--- config.mk ---
export PLATFORM = sky130hd
export DESIGN_NAME = source_token_scanner_top_flat
export DESIGN_NICKNAME = d
export VERILOG_FILES = /design/src/stsc_pkg.sv /design/src/stsc_if.sv /design/src/stsc_scan_core.sv /design/src/stsc_result_fifo.sv /design/src/source_token_scanner_top.sv /design/src/flat_wrapper.sv
export SDC_FILE = /design/constraint.sdc
export NUM_CORES = 1
export LEC_CHECK = 0
export BUFFER_PORTS_ARGS = -buffer_cell sky130_fd_sc_hd__buf_2
export CORE_ASPECT_RATIO = 1.4
export CORE_MARGIN = 2
export CORE_UTILIZATION = 50
export CTS_BUF_LIST = sky130_fd_sc_hd__clkbuf_4 sky130_fd_sc_hd__clkbuf_8
export DETAILED_ROUTE_END_ITERATION = 10
export PLACE_DENSITY = 0.68
export SLEW_MARGIN = 40
export SYNTH_ARGS = -nofsm -noshare
export SYNTH_HDL_FRONTEND = slang
export SYNTH_SLANG_ARGS = --single-unit
export TNS_END_PERCENT = 50
--- constraint.sdc ---
create_clock -name clk -period 9.1 [get_ports clk]
set_input_delay 0.455 -clock clk [delete_from_list [all_inputs] [get_ports clk]]
set_output_delay 0.455 -clock clk [all_outputs]
set_load 0.02 [all_outputs]
--- src/stsc_pkg.sv ---
// Shared types, character codes and classification functions of the source token scanner.
package stsc_pkg;

  localparam int POSITION_BITS_DEF = 16;
  localparam int LENGTH_BITS_DEF   = 8;
  localparam int FIFO_DEPTH        = 4;

  typedef enum logic [3:0] {
    K_SEGMENT  = 4'd0,
    K_TYPE     = 4'd1,
    K_IDENT    = 4'd2,
    K_LPAREN   = 4'd3,
    K_RPAREN   = 4'd4,
    K_COMMA    = 4'd5,
    K_OPERATOR = 4'd6,
    K_KEYWORD  = 4'd7,
    K_INTEGER  = 4'd8,
    K_UNKNOWN  = 4'd9,
    K_NONE     = 4'd10
  } token_kind_t;

  typedef enum logic [1:0] {
    MODE_IDLE   = 2'd0,
    MODE_NAME   = 2'd1,
    MODE_NUMBER = 2'd2
  } scan_mode_t;

  localparam logic [7:0] CH_NUL    = 8'h00;
  localparam logic [7:0] CH_TAB    = 8'h09;
  localparam logic [7:0] CH_LF     = 8'h0A;
  localparam logic [7:0] CH_SPACE  = 8'h20;
  localparam logic [7:0] CH_LPAREN = 8'h28;
  localparam logic [7:0] CH_RPAREN = 8'h29;
  localparam logic [7:0] CH_STAR   = 8'h2A;
  localparam logic [7:0] CH_PLUS   = 8'h2B;
  localparam logic [7:0] CH_COMMA  = 8'h2C;
  localparam logic [7:0] CH_MINUS  = 8'h2D;
  localparam logic [7:0] CH_SLASH  = 8'h2F;
  localparam logic [7:0] CH_COLON  = 8'h3A;
  localparam logic [7:0] CH_SEMI   = 8'h3B;
  localparam logic [7:0] CH_EQUAL  = 8'h3D;

  // Leading name bytes are packed first byte lowest.
  localparam logic [23:0] W_I1  = {8'h00, "1", "i"};
  localparam logic [23:0] W_I2  = {8'h00, "2", "i"};
  localparam logic [23:0] W_I4  = {8'h00, "4", "i"};
  localparam logic [23:0] W_I8  = {8'h00, "8", "i"};
  localparam logic [23:0] W_U1  = {8'h00, "1", "u"};
  localparam logic [23:0] W_U2  = {8'h00, "2", "u"};
  localparam logic [23:0] W_U4  = {8'h00, "4", "u"};
  localparam logic [23:0] W_U8  = {8'h00, "8", "u"};
  localparam logic [23:0] W_PTR = {"r", "t", "p"};
  localparam logic [23:0] W_RET = {"t", "e", "r"};
  localparam logic [23:0] W_END = {"d", "n", "e"};

  function automatic logic is_letter(input logic [7:0] c);
    return c inside {[8'h61:8'h7A], [8'h41:8'h5A]};
  endfunction

  function automatic logic is_digit(input logic [7:0] c);
    return c inside {[8'h30:8'h39]};
  endfunction

  function automatic logic is_space(input logic [7:0] c);
    return c inside {CH_SPACE, CH_TAB, CH_LF};
  endfunction

  function automatic token_kind_t name_kind(input logic [23:0] chars);
    token_kind_t k;
    case (chars)
      W_I1, W_I2, W_I4, W_I8, W_U1, W_U2, W_U4, W_U8, W_PTR: k = K_TYPE;
      W_RET, W_END: k = K_KEYWORD;
      default: k = K_IDENT;
    endcase
    return k;
  endfunction

  // Keeps up to three name bytes; goes to zero once the name grows longer.
  function automatic logic [23:0] add_leading(input logic [23:0] chars, input logic [7:0] c);
    logic [23:0] r;
    r = chars;
    if (chars != '0) begin
      if (chars[23:16] != 8'h00) begin
        r = '0;
      end else if (chars[15:8] != 8'h00) begin
        r[23:16] = c;
      end else begin
        r[15:8] = c;
      end
    end
    return r;
  endfunction

  function automatic token_kind_t punct_kind(input logic [7:0] c);
    token_kind_t k;
    case (c)
      CH_LPAREN: k = K_LPAREN;
      CH_RPAREN: k = K_RPAREN;
      CH_COMMA:  k = K_COMMA;
      CH_EQUAL, CH_PLUS, CH_MINUS, CH_STAR, CH_SLASH: k = K_OPERATOR;
      default:   k = K_UNKNOWN;
    endcase
    return k;
  endfunction

  function automatic logic [1:0] punct_prec(input logic [7:0] c);
    logic [1:0] p;
    case (c)
      CH_PLUS, CH_MINUS: p = 2'd1;
      CH_STAR, CH_SLASH: p = 2'd2;
      default:           p = 2'd0;
    endcase
    return p;
  endfunction

endpackage

--- src/stsc_if.sv ---
// Byte and token stream interfaces of the source token scanner.
interface stsc_byte_if;
  logic       valid;
  logic       ready;
  logic [7:0] source_byte;

  modport source (output valid, output source_byte, input ready);
  modport sink (input valid, input source_byte, output ready);
endinterface

interface stsc_token_if import stsc_pkg::*; #(
  parameter int POSITION_BITS = POSITION_BITS_DEF,
  parameter int LENGTH_BITS   = LENGTH_BITS_DEF
);
  logic                     valid;
  logic                     ready;
  logic [3:0]               token_kind;
  logic [POSITION_BITS-1:0] token_start;
  logic [LENGTH_BITS-1:0]   token_length;
  logic [1:0]               op_precedence;
  logic                     statement_last;
  logic                     source_end;
  logic                     run_last;

  modport source (output valid, output token_kind, output token_start, output token_length,
                  output op_precedence, output statement_last, output source_end,
                  output run_last, input ready);
  modport sink (input valid, input token_kind, input token_start, input token_length,
                input op_precedence, input statement_last, input source_end,
                input run_last, output ready);
endinterface

--- src/stsc_scan_core.sv ---
// Scanner state and per-byte token decision, producing up to two packed results.
module stsc_scan_core import stsc_pkg::*; #(
  parameter int POSITION_BITS = POSITION_BITS_DEF,
  parameter int LENGTH_BITS   = LENGTH_BITS_DEF
) (
  input  logic                               clk,
  input  logic                               rst,
  input  logic                               take,
  input  logic [7:0]                         source_byte,
  output logic [1:0]                         push_count,
  output logic [POSITION_BITS+LENGTH_BITS+8:0] slot0,
  output logic [POSITION_BITS+LENGTH_BITS+8:0] slot1
);

  localparam int RES_W = POSITION_BITS + LENGTH_BITS + 9;

  logic [POSITION_BITS-1:0] position, position_next;
  scan_mode_t               mode, mode_next;
  logic [POSITION_BITS-1:0] scan_start, start_next;
  logic [LENGTH_BITS-1:0]   scan_length, length_next;
  logic [23:0]              leading, leading_next;
  logic                     held_valid, held_valid_next;
  token_kind_t              held_kind, held_kind_next;
  logic [POSITION_BITS-1:0] held_start, held_start_next;
  logic [LENGTH_BITS-1:0]   held_length, held_length_next;
  logic [1:0]               held_prec, held_prec_next;
  logic                     statement_open, open_next;
  logic                     source_done, done_next;
  logic                     letter, digit, consumed;

  // Layout from the top: kind, start, length, precedence, last, end, run_last.
  function automatic logic [RES_W-1:0] pack(input token_kind_t k,
                                            input logic [POSITION_BITS-1:0] s,
                                            input logic [LENGTH_BITS-1:0] l,
                                            input logic [1:0] p,
                                            input logic last,
                                            input logic fin);
    return {k, s, l, p, last, fin, 1'b0};
  endfunction

  assign letter = is_letter(source_byte);
  assign digit  = is_digit(source_byte);

  always_comb begin
    position_next    = position;
    mode_next        = mode;
    start_next       = scan_start;
    length_next      = scan_length;
    leading_next     = leading;
    held_valid_next  = held_valid;
    held_kind_next   = held_kind;
    held_start_next  = held_start;
    held_length_next = held_length;
    held_prec_next   = held_prec;
    open_next        = statement_open;
    done_next        = source_done;
    slot0            = '0;
    slot1            = '0;
    push_count       = 2'd0;
    consumed         = 1'b0;
    if (take && !source_done) begin
      position_next = position + 1'b1;
      if (mode == MODE_NAME) begin
        if (letter || digit) begin
          length_next  = (scan_length == '1) ? scan_length : scan_length + 1'b1;
          leading_next = add_leading(leading, source_byte);
          consumed     = 1'b1;
        end else if (source_byte == CH_COLON) begin
          slot0      = pack(K_SEGMENT, scan_start, scan_length, 2'd0, 1'b1, 1'b0);
          push_count = 2'd1;
          mode_next  = MODE_IDLE;
          open_next  = 1'b0;
          consumed   = 1'b1;
        end else begin
          held_valid_next  = 1'b1;
          held_kind_next   = name_kind(leading);
          held_start_next  = scan_start;
          held_length_next = scan_length;
          held_prec_next   = 2'd0;
          mode_next        = MODE_IDLE;
        end
      end else if (mode == MODE_NUMBER) begin
        if (digit) begin
          length_next = (scan_length == '1) ? scan_length : scan_length + 1'b1;
          consumed    = 1'b1;
        end else begin
          held_valid_next  = 1'b1;
          held_kind_next   = K_INTEGER;
          held_start_next  = scan_start;
          held_length_next = scan_length;
          held_prec_next   = 2'd0;
          mode_next        = MODE_IDLE;
        end
      end

      if (!consumed && !is_space(source_byte)) begin
        if (source_byte == CH_NUL) begin
          if (held_valid_next) begin
            slot0      = pack(held_kind_next, held_start_next, held_length_next,
                              held_prec_next, 1'b1, 1'b0);
            slot1      = pack(K_NONE, position, '0, 2'd0, 1'b0, 1'b1);
            push_count = 2'd2;
          end else begin
            slot0      = pack(K_NONE, position, '0, 2'd0, 1'b0, 1'b1);
            push_count = 2'd1;
          end
          held_valid_next = 1'b0;
          open_next       = 1'b0;
          done_next       = 1'b1;
        end else if (source_byte == CH_SEMI) begin
          if (held_valid_next) begin
            slot0           = pack(held_kind_next, held_start_next, held_length_next,
                                   held_prec_next, 1'b1, 1'b0);
            push_count      = 2'd1;
            held_valid_next = 1'b0;
          end else if (!statement_open) begin
            slot0      = pack(K_NONE, position, '0, 2'd0, 1'b0, 1'b1);
            push_count = 2'd1;
            done_next  = 1'b1;
          end
          open_next = 1'b0;
        end else if (letter || digit) begin
          if (held_valid_next) begin
            slot0      = pack(held_kind_next, held_start_next, held_length_next,
                              held_prec_next, 1'b0, 1'b0);
            push_count = 2'd1;
          end
          held_valid_next = 1'b0;
          mode_next       = letter ? MODE_NAME : MODE_NUMBER;
          start_next      = position;
          length_next     = LENGTH_BITS'(1);
          leading_next    = letter ? {16'h0000, source_byte} : 24'h000000;
          open_next       = 1'b1;
        end else begin
          if (held_valid_next) begin
            slot0      = pack(held_kind_next, held_start_next, held_length_next,
                              held_prec_next, 1'b0, 1'b0);
            push_count = 2'd1;
          end
          held_valid_next  = 1'b1;
          held_kind_next   = punct_kind(source_byte);
          held_start_next  = position;
          held_length_next = LENGTH_BITS'(1);
          held_prec_next   = punct_prec(source_byte);
          open_next        = 1'b1;
        end
      end

      if (push_count == 2'd2) begin
        slot1[0] = 1'b1;
      end else if (push_count == 2'd1) begin
        slot0[0] = 1'b1;
      end
    end
  end

  always_ff @(posedge clk) begin
    if (rst) begin
      position       <= '0;
      mode           <= MODE_IDLE;
      scan_start     <= '0;
      scan_length    <= '0;
      leading        <= '0;
      held_valid     <= 1'b0;
      held_kind      <= K_SEGMENT;
      held_start     <= '0;
      held_length    <= '0;
      held_prec      <= 2'd0;
      statement_open <= 1'b0;
      source_done    <= 1'b0;
    end else begin
      position       <= position_next;
      mode           <= mode_next;
      scan_start     <= start_next;
      scan_length    <= length_next;
      leading        <= leading_next;
      held_valid     <= held_valid_next;
      held_kind      <= held_kind_next;
      held_start     <= held_start_next;
      held_length    <= held_length_next;
      held_prec      <= held_prec_next;
      statement_open <= open_next;
      source_done    <= done_next;
    end
  end

endmodule

--- src/stsc_result_fifo.sv ---
// Small result queue: up to two results in a cycle, one out a cycle if rd_ready.
module stsc_result_fifo import stsc_pkg::*; #(
  parameter int WIDTH = 8
) (
  input  logic             clk,
  input  logic             rst,
  input  logic [1:0]       push_count,
  input  logic [WIDTH-1:0] wdata0,
  input  logic [WIDTH-1:0] wdata1,
  output logic             room,
  output logic             rd_valid,
  input  logic             rd_ready,
  output logic [WIDTH-1:0] rd_data
);

  localparam int PTR_W = $clog2(FIFO_DEPTH);
  localparam int CNT_W = $clog2(FIFO_DEPTH + 1);

  logic [WIDTH-1:0] mem [FIFO_DEPTH];
  logic [PTR_W-1:0] wr_ptr, rd_ptr;
  logic [CNT_W-1:0] count;
  logic             pop;

  assign pop      = rd_valid && rd_ready;
  assign rd_valid = (count != '0);
  assign rd_data  = mem[rd_ptr];
  // Room for the worst case of two results, judged on the registered fill only.
  assign room     = (count <= CNT_W'(FIFO_DEPTH - 2));

  always_ff @(posedge clk) begin
    if (push_count != 2'd0) begin
      mem[wr_ptr] <= wdata0;
    end
    if (push_count == 2'd2) begin
      mem[wr_ptr + 1'b1] <= wdata1;
    end
  end

  always_ff @(posedge clk) begin
    if (rst) begin
      wr_ptr <= '0;
      rd_ptr <= '0;
      count  <= '0;
    end else begin
      wr_ptr <= wr_ptr + PTR_W'(push_count);
      rd_ptr <= rd_ptr + PTR_W'(pop);
      count  <= count + CNT_W'(push_count) - CNT_W'(pop);
    end
  end

endmodule

--- src/source_token_scanner_top.sv ---
// Top level of the source token scanner: input register, scan core and result queue.
// Path: input register, then scan core, whose results are written into the result queue.
// Throughput: one byte per cycle; the input stalls only while the result queue holds more
// than two beats, which only happens when the sink stalls.
// Reset: synchronous and active high; clears position, scan state, pending token and queue,
// holds the input ready low, and bytes are taken from the first cycle after release.
module source_token_scanner_top import stsc_pkg::*; #(
  parameter int POSITION_BITS = POSITION_BITS_DEF,
  parameter int LENGTH_BITS   = LENGTH_BITS_DEF
) (
  input logic          clk,
  input logic          rst,
  stsc_byte_if.sink    in,
  stsc_token_if.source out
);

  // Packed result: kind, start, length, precedence, statement last, source end, run last.
  localparam int RES_W      = POSITION_BITS + LENGTH_BITS + 9;
  localparam int OFF_LENGTH = 5;
  localparam int OFF_START  = OFF_LENGTH + LENGTH_BITS;
  localparam int OFF_KIND   = OFF_START + POSITION_BITS;

  // Input register: one byte waits here while the core decides on it.
  logic             ir_valid;
  logic [7:0]       ir_byte;
  logic             room;
  logic             take;
  logic [1:0]       push_count;
  logic [RES_W-1:0] slot0, slot1;
  logic [RES_W-1:0] head;

  // The core takes the registered byte only when the queue can hold both possible
  // results; the input register reloads in the same cycle, so bytes stream at one a clock.
  // No byte is taken while reset is held.
  assign take     = ir_valid && room;
  assign in.ready = !rst && (!ir_valid || room);

  always_ff @(posedge clk) begin
    if (rst) begin
      ir_valid <= 1'b0;
    end else if (in.ready) begin
      ir_valid <= in.valid;
    end
  end

  always_ff @(posedge clk) begin
    if (in.valid && in.ready) begin
      ir_byte <= in.source_byte;
    end
  end

  // Scan core: classifies the byte against the current scan and the pending token.
  stsc_scan_core #(
    .POSITION_BITS (POSITION_BITS),
    .LENGTH_BITS   (LENGTH_BITS)
  ) u_core (
    .clk         (clk),
    .rst         (rst),
    .take        (take),
    .source_byte (ir_byte),
    .push_count  (push_count),
    .slot0       (slot0),
    .slot1       (slot1)
  );

  // Result queue: separates the sink's stalls from the byte stream.
  stsc_result_fifo #(
    .WIDTH (RES_W)
  ) u_fifo (
    .clk        (clk),
    .rst        (rst),
    .push_count (push_count),
    .wdata0     (slot0),
    .wdata1     (slot1),
    .room       (room),
    .rd_valid   (out.valid),
    .rd_ready   (out.ready),
    .rd_data    (head)
  );

  assign out.token_kind     = head[OFF_KIND +: 4];
  assign out.token_start    = head[OFF_START +: POSITION_BITS];
  assign out.token_length   = head[OFF_LENGTH +: LENGTH_BITS];
  assign out.op_precedence  = head[4:3];
  assign out.statement_last = head[2];
  assign out.source_end     = head[1];
  assign out.run_last       = head[0];

endmodule

--- src/flat_wrapper.sv ---
// flat-port wrapper written by rule: the top's interface ports become plain ports
module source_token_scanner_top_flat import stsc_pkg::*;
#(
  parameter int POSITION_BITS = POSITION_BITS_DEF,
  parameter int LENGTH_BITS   = LENGTH_BITS_DEF
)
  (clk, rst, in_valid, in_source_byte, in_ready, out_valid, out_token_kind, out_token_start, out_token_length, out_op_precedence, out_statement_last, out_source_end, out_run_last, out_ready);
  stsc_byte_if in_i ();
  stsc_token_if #(.POSITION_BITS(POSITION_BITS), .LENGTH_BITS(LENGTH_BITS)) out_i ();
  input logic clk;
  input logic rst;
  input wire logic [$bits(in_i.valid)-1:0] in_valid;
  input wire logic [$bits(in_i.source_byte)-1:0] in_source_byte;
  output wire logic [$bits(in_i.ready)-1:0] in_ready;
  output wire logic [$bits(out_i.valid)-1:0] out_valid;
  output wire logic [$bits(out_i.token_kind)-1:0] out_token_kind;
  output wire logic [$bits(out_i.token_start)-1:0] out_token_start;
  output wire logic [$bits(out_i.token_length)-1:0] out_token_length;
  output wire logic [$bits(out_i.op_precedence)-1:0] out_op_precedence;
  output wire logic [$bits(out_i.statement_last)-1:0] out_statement_last;
  output wire logic [$bits(out_i.source_end)-1:0] out_source_end;
  output wire logic [$bits(out_i.run_last)-1:0] out_run_last;
  input wire logic [$bits(out_i.ready)-1:0] out_ready;
  assign in_i.valid = in_valid;
  assign in_i.source_byte = in_source_byte;
  assign in_ready = in_i.ready;
  assign out_valid = out_i.valid;
  assign out_token_kind = out_i.token_kind;
  assign out_token_start = out_i.token_start;
  assign out_token_length = out_i.token_length;
  assign out_op_precedence = out_i.op_precedence;
  assign out_statement_last = out_i.statement_last;
  assign out_source_end = out_i.source_end;
  assign out_run_last = out_i.run_last;
  assign out_i.ready = out_ready;
  source_token_scanner_top #(.POSITION_BITS(POSITION_BITS), .LENGTH_BITS(LENGTH_BITS)) u_core (.clk(clk), .rst(rst), .in(in_i), .out(out_i));
endmodule
### Yosys cells after proc, flatten, opt, wreduce, memory -nomap -nowiden

Memories as Yosys holds them, arrays and structs flattened. A register that Yosys moved wholly into a read port is not among the register bits.
Index checks and enable logic that the tools add are counted.

* flip-flop bits (word level): 115
* RAM bits: 132
* input port bits: 12
* output and inout port bits: 35
* word-level logic and storage cells: 232
* memories kept: 1

Memory list
* u_core.u_fifo.mem: words 4, bits a word 33, read ports 1, clocked after Yosys merged registers in 1, write ports 2, line stsc_result_fifo.sv:19 `logic [WIDTH-1:0] mem [FIFO_DEPTH];`

* add/sub/neg operators: 7
* order comparisons: 7
* eq/ne operators: 33
* muxes and demuxes: 130
* bitwise operators: 2
* reductions and logical operators: 35

Operators with widths (number)
* 33-bit two-way mux: 12
* 24-bit by 14-bit equality test with 1-bit output (second input constant): 8
* 8-bit two-way mux: 22
* 24-bit two-way mux: 7
* 16-bit two-way mux: 10
* 8-bit by 6-bit equality test with 1-bit output (second input constant): 11
* 29-bit two-way mux: 3
* 24-bit by 23-bit equality test with 1-bit output (second input constant): 3
* 2-bit two-way mux: 28
* 1-bit two-way mux: 36
* 4-bit two-way mux: 9
* 24-bit nonzero test: 1
* 16-bit by 1-bit adder with 16-bit output (second input constant): 1
* 8-bit by 4-bit equality test with 1-bit output (second input constant): 2
* 8-bit by 7-bit greater-or-equal comparator with 1-bit output (second input constant): 2
* 8-bit by 7-bit less-or-equal comparator with 1-bit output (second input constant): 2
* 4-bit one-hot mux with 4 select lines: 1
* 8-bit nonzero test: 2
* 5-bit AND reduction: 2
* 2-bit nonzero test: 5
* 1-bit logical AND: 9
* 9-bit OR reduction: 1
* 8-bit by 1-bit adder with 8-bit output (second input constant): 1
* 8-bit equality test (second input constant): 1
* 22 further kinds: 35

### Depth between registers and ports, before layout

* depth in word-level cells: 16
* mapped depth: 14
* mapped depth without buffers: 12

### Cells and area by module

From an unflattened synthesis, not the netlist that was laid out.

* cells, all modules: 1131
* area, all modules: 13127.6 µm²

Modules (own cells, without submodules)
* stsc_result_fifo: instances 1, cells each 371, area an instance 6844.1 µm², seq. area each 4103.9 µm²
* stsc_scan_core: instances 1, cells each 746, area an instance 5975.7 µm², seq. area each 1981.9 µm²
* source_token_scanner_top: instances 1, cells each 14, area an instance 307.8 µm², seq. area each 260.2 µm²

### Least setup slack after synthesis

Ideal clock, no wire load.

* path kind: register -> register
* start: register u_core.ir_byte[4]
* end: register u_core.u_fifo.count[2]
* setup time: 128 ps
* arrival: 3205 ps
* required time: 8972 ps
* setup slack: 5768 ps
* cell stages (with the launch flop): 15
* path buffers: 2
* period minus slack after synthesis: 3332 ps
* path through: edfxtp_1 or4_1 clkbuf_1 or3_1 buf_2 o21ai_2 or4_1 nand3_1 ha_1 inv_1 ha_1 fa_1 xor2_1 xnor2_1 nor2_1

* cells in the longest elaborated chain, start to end: 15
* elaborated cells between the ends (all ways): 47
* those cells by class: add/sub (2); order compare (6); eq/ne (5); mux (24); reduce/logical (10)

Ends and longest elaborated chain
* from (decl): line source_token_scanner_top.sv:25 `logic [7:0] ir_byte;`
* from (signal assigned): line source_token_scanner_top.sv:48 `ir_byte <= in.source_byte;`
* 8-bit by 7-bit greater-or-equal comparator with 1-bit output / 8-bit by 7-bit less-or-equal comparator with 1-bit output (equally long branches): line stsc_pkg.sv:57 `return c inside {[8'h61:8'h7A], [8'h41:8'h5A]};`
* 1-bit logical AND: line stsc_pkg.sv:57
* 2-bit nonzero test: line stsc_pkg.sv:57
* 1-bit logical OR: line stsc_scan_core.sv:64, stsc_scan_core.sv:122
* 1-bit two-way mux: line stsc_scan_core.sv:64 `if (letter || digit) begin`
* 1-bit two-way mux: line stsc_scan_core.sv:63 `if (mode == MODE_NAME) begin`
* 1-bit two-way mux / 2-bit two-way mux (equally long branches): line stsc_scan_core.sv:61, stsc_scan_core.sv:116
* 2-bit two-way mux, on equally long branches: line stsc_scan_core.sv:123, stsc_scan_core.sv:135, stsc_scan_core.sv:111
* 2-bit two-way mux: line stsc_scan_core.sv:110 `end else if (source_byte == CH_SEMI) begin`
* 2-bit two-way mux: line stsc_scan_core.sv:97 `if (source_byte == CH_NUL) begin`
* 2-bit two-way mux (*): line stsc_scan_core.sv:96 `if (!consumed && !is_space(source_byte)) begin`
* 2-bit two-way mux (*) (2 in series): line stsc_scan_core.sv:61 `if (take && !source_done) begin`
* 3-bit by 2-bit adder with 3-bit output (*): line stsc_result_fifo.sv:47 `count <= count + CNT_W'(push_count) - CNT_W'(pop);`
* 3-bit by 1-bit subtractor with 3-bit output (*): line stsc_result_fifo.sv:47
* to (signal assigned): line stsc_result_fifo.sv:47
* to (decl): line stsc_result_fifo.sv:21 `logic [CNT_W-1:0] count;`

Every way passes the cells marked *; elsewhere a longest branch is shown, timed or not. The select of a mux whose other input is x is not followed.
A chain may end at the register's enable or synchronous reset.

==> flow_summary.toml <==
[status]
status = "completed"

[clock_tree]
post_cts_buffers = 0
path_clk_slew_ns = 0.06
cts_tree = "done"
clk_latency_ns = 0.55
cts.sink_count = 247
clockRootBuffer = "clkbuf_8"
h-tree-depth = 2
post_cts_resized = 0
hold_buffers = 0
cts_max_path_buffers = 3
cts_buffers = 39

[placement]
io_buffers = 46
finalWeightedCongestion = 0.920
placed_cell_area_um2 = 12200
hpwl_mm = 20.2

[floorplan]
die_x_um = 134
core_um2 = 23200
die_area_um2 = 24900
die_h_um = 186
start_util_pct = 50.9
num_rows = 66
num_io_pins = 47

[synth]
synth_cell_type_count = 79
seq_area_frac_synth_pct = 49.3
syn_avg_cell_area_um2 = 10.4
synthArstFlopShare_pct = 0
yosys-top-cells-area = "dfxtp_1, edfxtp_1, a22o_1"
yosys_register_bits = 247
yosys.area.top_type = "dfxtp_1"
synth.cell_area_um2 = 11800
ys_warn_count = 0
synthFlopType = "dfxtp_1"
synth_top_area_share_pct = 26.9
syn_nets = 1157
synth_cells = 1137
synth-edff-count = 88

[timing]
slew_headroom_pct = 43.8
grt_setup_unrepaired = "false"
fmax_mhz = 240
fin_crit_ns = 4.16
setup_total_negative_slack_ns = 0
final.period_utilization_pct = 45.7
clock_skew_ns = 0.0115
setup_viol = 0
slew_violations = 0
final-hold-violation-count = 0
worst_pin_slew_ns = 0.832

[critical_path]
crit_fanout = 20
worstPathArrival_ns = 4.22
worstReg2RegStart = "u_core.ir_byte[4]"
rr_worst_depth = 7
startpoint = "u_core.ir_byte[4]"
slowest_stage = "clkinv_1"
critPathLaunchType = "flop"
r2r-end = "u_core.u_fifo.mem[2][28]"
path_cells = "or4_1 -> o21ai_0 -> or2_1 -> nor3_4 -> buf_6 -> nor2_2 -> clkinv_1"
max_stage_delay_ns = 0.76
crit_path_end_kind = "flop"
reg2reg_slack_ns = 4.94
critPathRequiredTime_ns = 9.16
path_class = "flop to flop"
critPathCapture = "u_core.u_fifo.mem[2][28]"

[grt]
grt_max_degree = 63
grt_usage_pct = 24.4
grt.overflow.total = 0
grt_pass1_vias = 8895
antenna_found_initial = 0
grt_pass1_wl_mm = 47.8

[cells_and_area]
regArea_um2 = 5830
syn_to_final_growth_pct = 10.9
drive_gt1_share_pct = 18.1
multi_input_area_um2 = 5600
fillers = 1993
fin_area_um2 = 13100
antenna_cells = 0
fin_nets = 1168

[route]
drc = 0
drt-wirelength-per-cell_um = 20.4
antenna_left = 0
drtIter0Drc = 875
dr.pass1.iters = 5
vias = 9092
avgViaCountPerCell = 6.13
wl_mm = 30.2

[power_and_ir_drop]
power.density_nw_per_um2 = 201
total_leakage_power_nw = 4.64
peakVddDrop_mv = 0.148

[worst_hold_path]
worstHoldPathType = "input port to flop"

[run]
cap_violations = 0
[cell type report]
cell class                 instances  share of cell area (%)
sequential                       247                    44.5
multi-input combinational        780                    42.7
clock buffer                      63                    6.00
timing repair buffer              65                    2.94
tap                              306                    2.92
clock inverter                     8                   0.506
inverter                          15                   0.430
[per-stage QoR]
stage	hold WS [ns]	cells	power, mW	util, %	worst slack, ns
floorplan	0.420	1137	1.54	-	5.77
global placement	0.434	1407	1.65	52.3	4.43
detailed placement	0.441	1412	1.66	52.6	4.90
CTS	0.0630	1483	2.66	56.3	4.89
global route	0.0664	1484	2.75	56.5	4.60
finish	0.0827	1484	2.64	56.5	4.94
[layout by cell type, fill, tap and decap left out, drive strengths merged, types with 17 or more instances in the layout]
cell type	n
a21oi	41
a22o	100
a22oi	39
buf	65
clkbuf	63
dfxtp	159
edfxtp	88
mux4	33
nand2	102
nand2b	18
nand3	30
nor2	123
nor3	49
o21a	18
o21ai	39
xor2	17
[worst min path at each step]
stage,startpoint,endpoint,slack [ns],cells after the start
detailed placement,u_core.u_fifo.mem[0][6],u_core.u_fifo.mem[0][6],0.44,2
global route,in_source_byte[2],u_core.ir_byte[2],0.07,1
finish,in_source_byte[2],u_core.ir_byte[2],0.08,1
CTS,in_source_byte[6],u_core.ir_byte[6],0.06,1
floorplan,u_core.u_fifo.mem[0][12],u_core.u_fifo.mem[0][12],0.42,2
global placement,u_core.u_fifo.mem[0][6],u_core.u_fifo.mem[0][6],0.43,2
[Yosys cell counts (15+ instances only)]
| cell | count |
|---|---|
| dfxtp_1 | 159 |
| nor2_1 | 119 |
| nand2_1 | 102 |
| a22o_1 | 100 |
| edfxtp_1 | 88 |
| clkbuf_1 | 54 |
| nor3_1 | 45 |
| a21oi_1 | 41 |
| o21ai_0 | 34 |
| buf_2 | 33 |
| mux4_2 | 33 |
| nand3_1 | 30 |
| a22oi_1 | 29 |
| nand2b_1 | 18 |
| o21a_1 | 18 |
| xor2_1 | 17 |
| inv_1 | 15 |
| o2bb2ai_1 | 15 |
[worst max-delay path: cells and delay by family, from the launching register on]
family	cells	cell delay, ns
DFF	1	0.59
buffers and inverters	2	0.94
AOI/OAI and AO/OA	1	0.47
and+or+nand+nor	4	1.67
[power by group]
group | switching, mW | leakage (nW) | internal, mW | total, mW
Sequential | 0.0325 | 2.25 | 1.17 | 1.20
Combinational | 0.264 | 1.95 | 0.164 | 0.428
Clock | 0.428 | 0.448 | 0.575 | 1.00
[sequential cells by signal, indices dropped and copies added (netlist names), 3 cells and up]
name / cells
u_core.u_core.held_length: 8
u_core.u_fifo.count: 3
u_core.u_core.leading: 24
u_core.u_core.position: 16
u_core.u_fifo.mem: 132
u_core.ir_byte: 8
u_core.u_core.scan_length: 8
u_core.u_core.held_start: 16
u_core.u_core.held_kind: 4
u_core.u_core.scan_start: 16
[logic make-up (layout without fill, tap and decap cells)]
| logic type | after synthesis | in the layout | share of synthesized area [%] |
|---|---|---|---|
| AOI/OAI and AO/OA | 303 | 303 | 20.1 |
| and+or+nand+nor | 408 | 408 | 17.3 |
| DFF | 247 | 247 | 49.3 |
| buffers and inverters | 110 | 151 | 4.00 |
| adders and majority gates | 8 | 8 | 0.911 |
| muxes | 34 | 34 | 6.37 |
| xor gates and xnor gates | 27 | 27 | 2.00 |
[layer usage]
| layer | up-vias | global-route usage, % | wire length, µm |
|---|---|---|---|
| met5 | - | 0 | 0 |
| met3 | 92 | 3.70 | 1750 |
| met2 | 341 | 41.0 | 14600 |
| met4 | 0 | 11.3 | 1220 |
| li1 | 4283 | - | - |
| met1 | 4376 | 31.0 | 12600 |
Power figures use the tool's default switching activity.
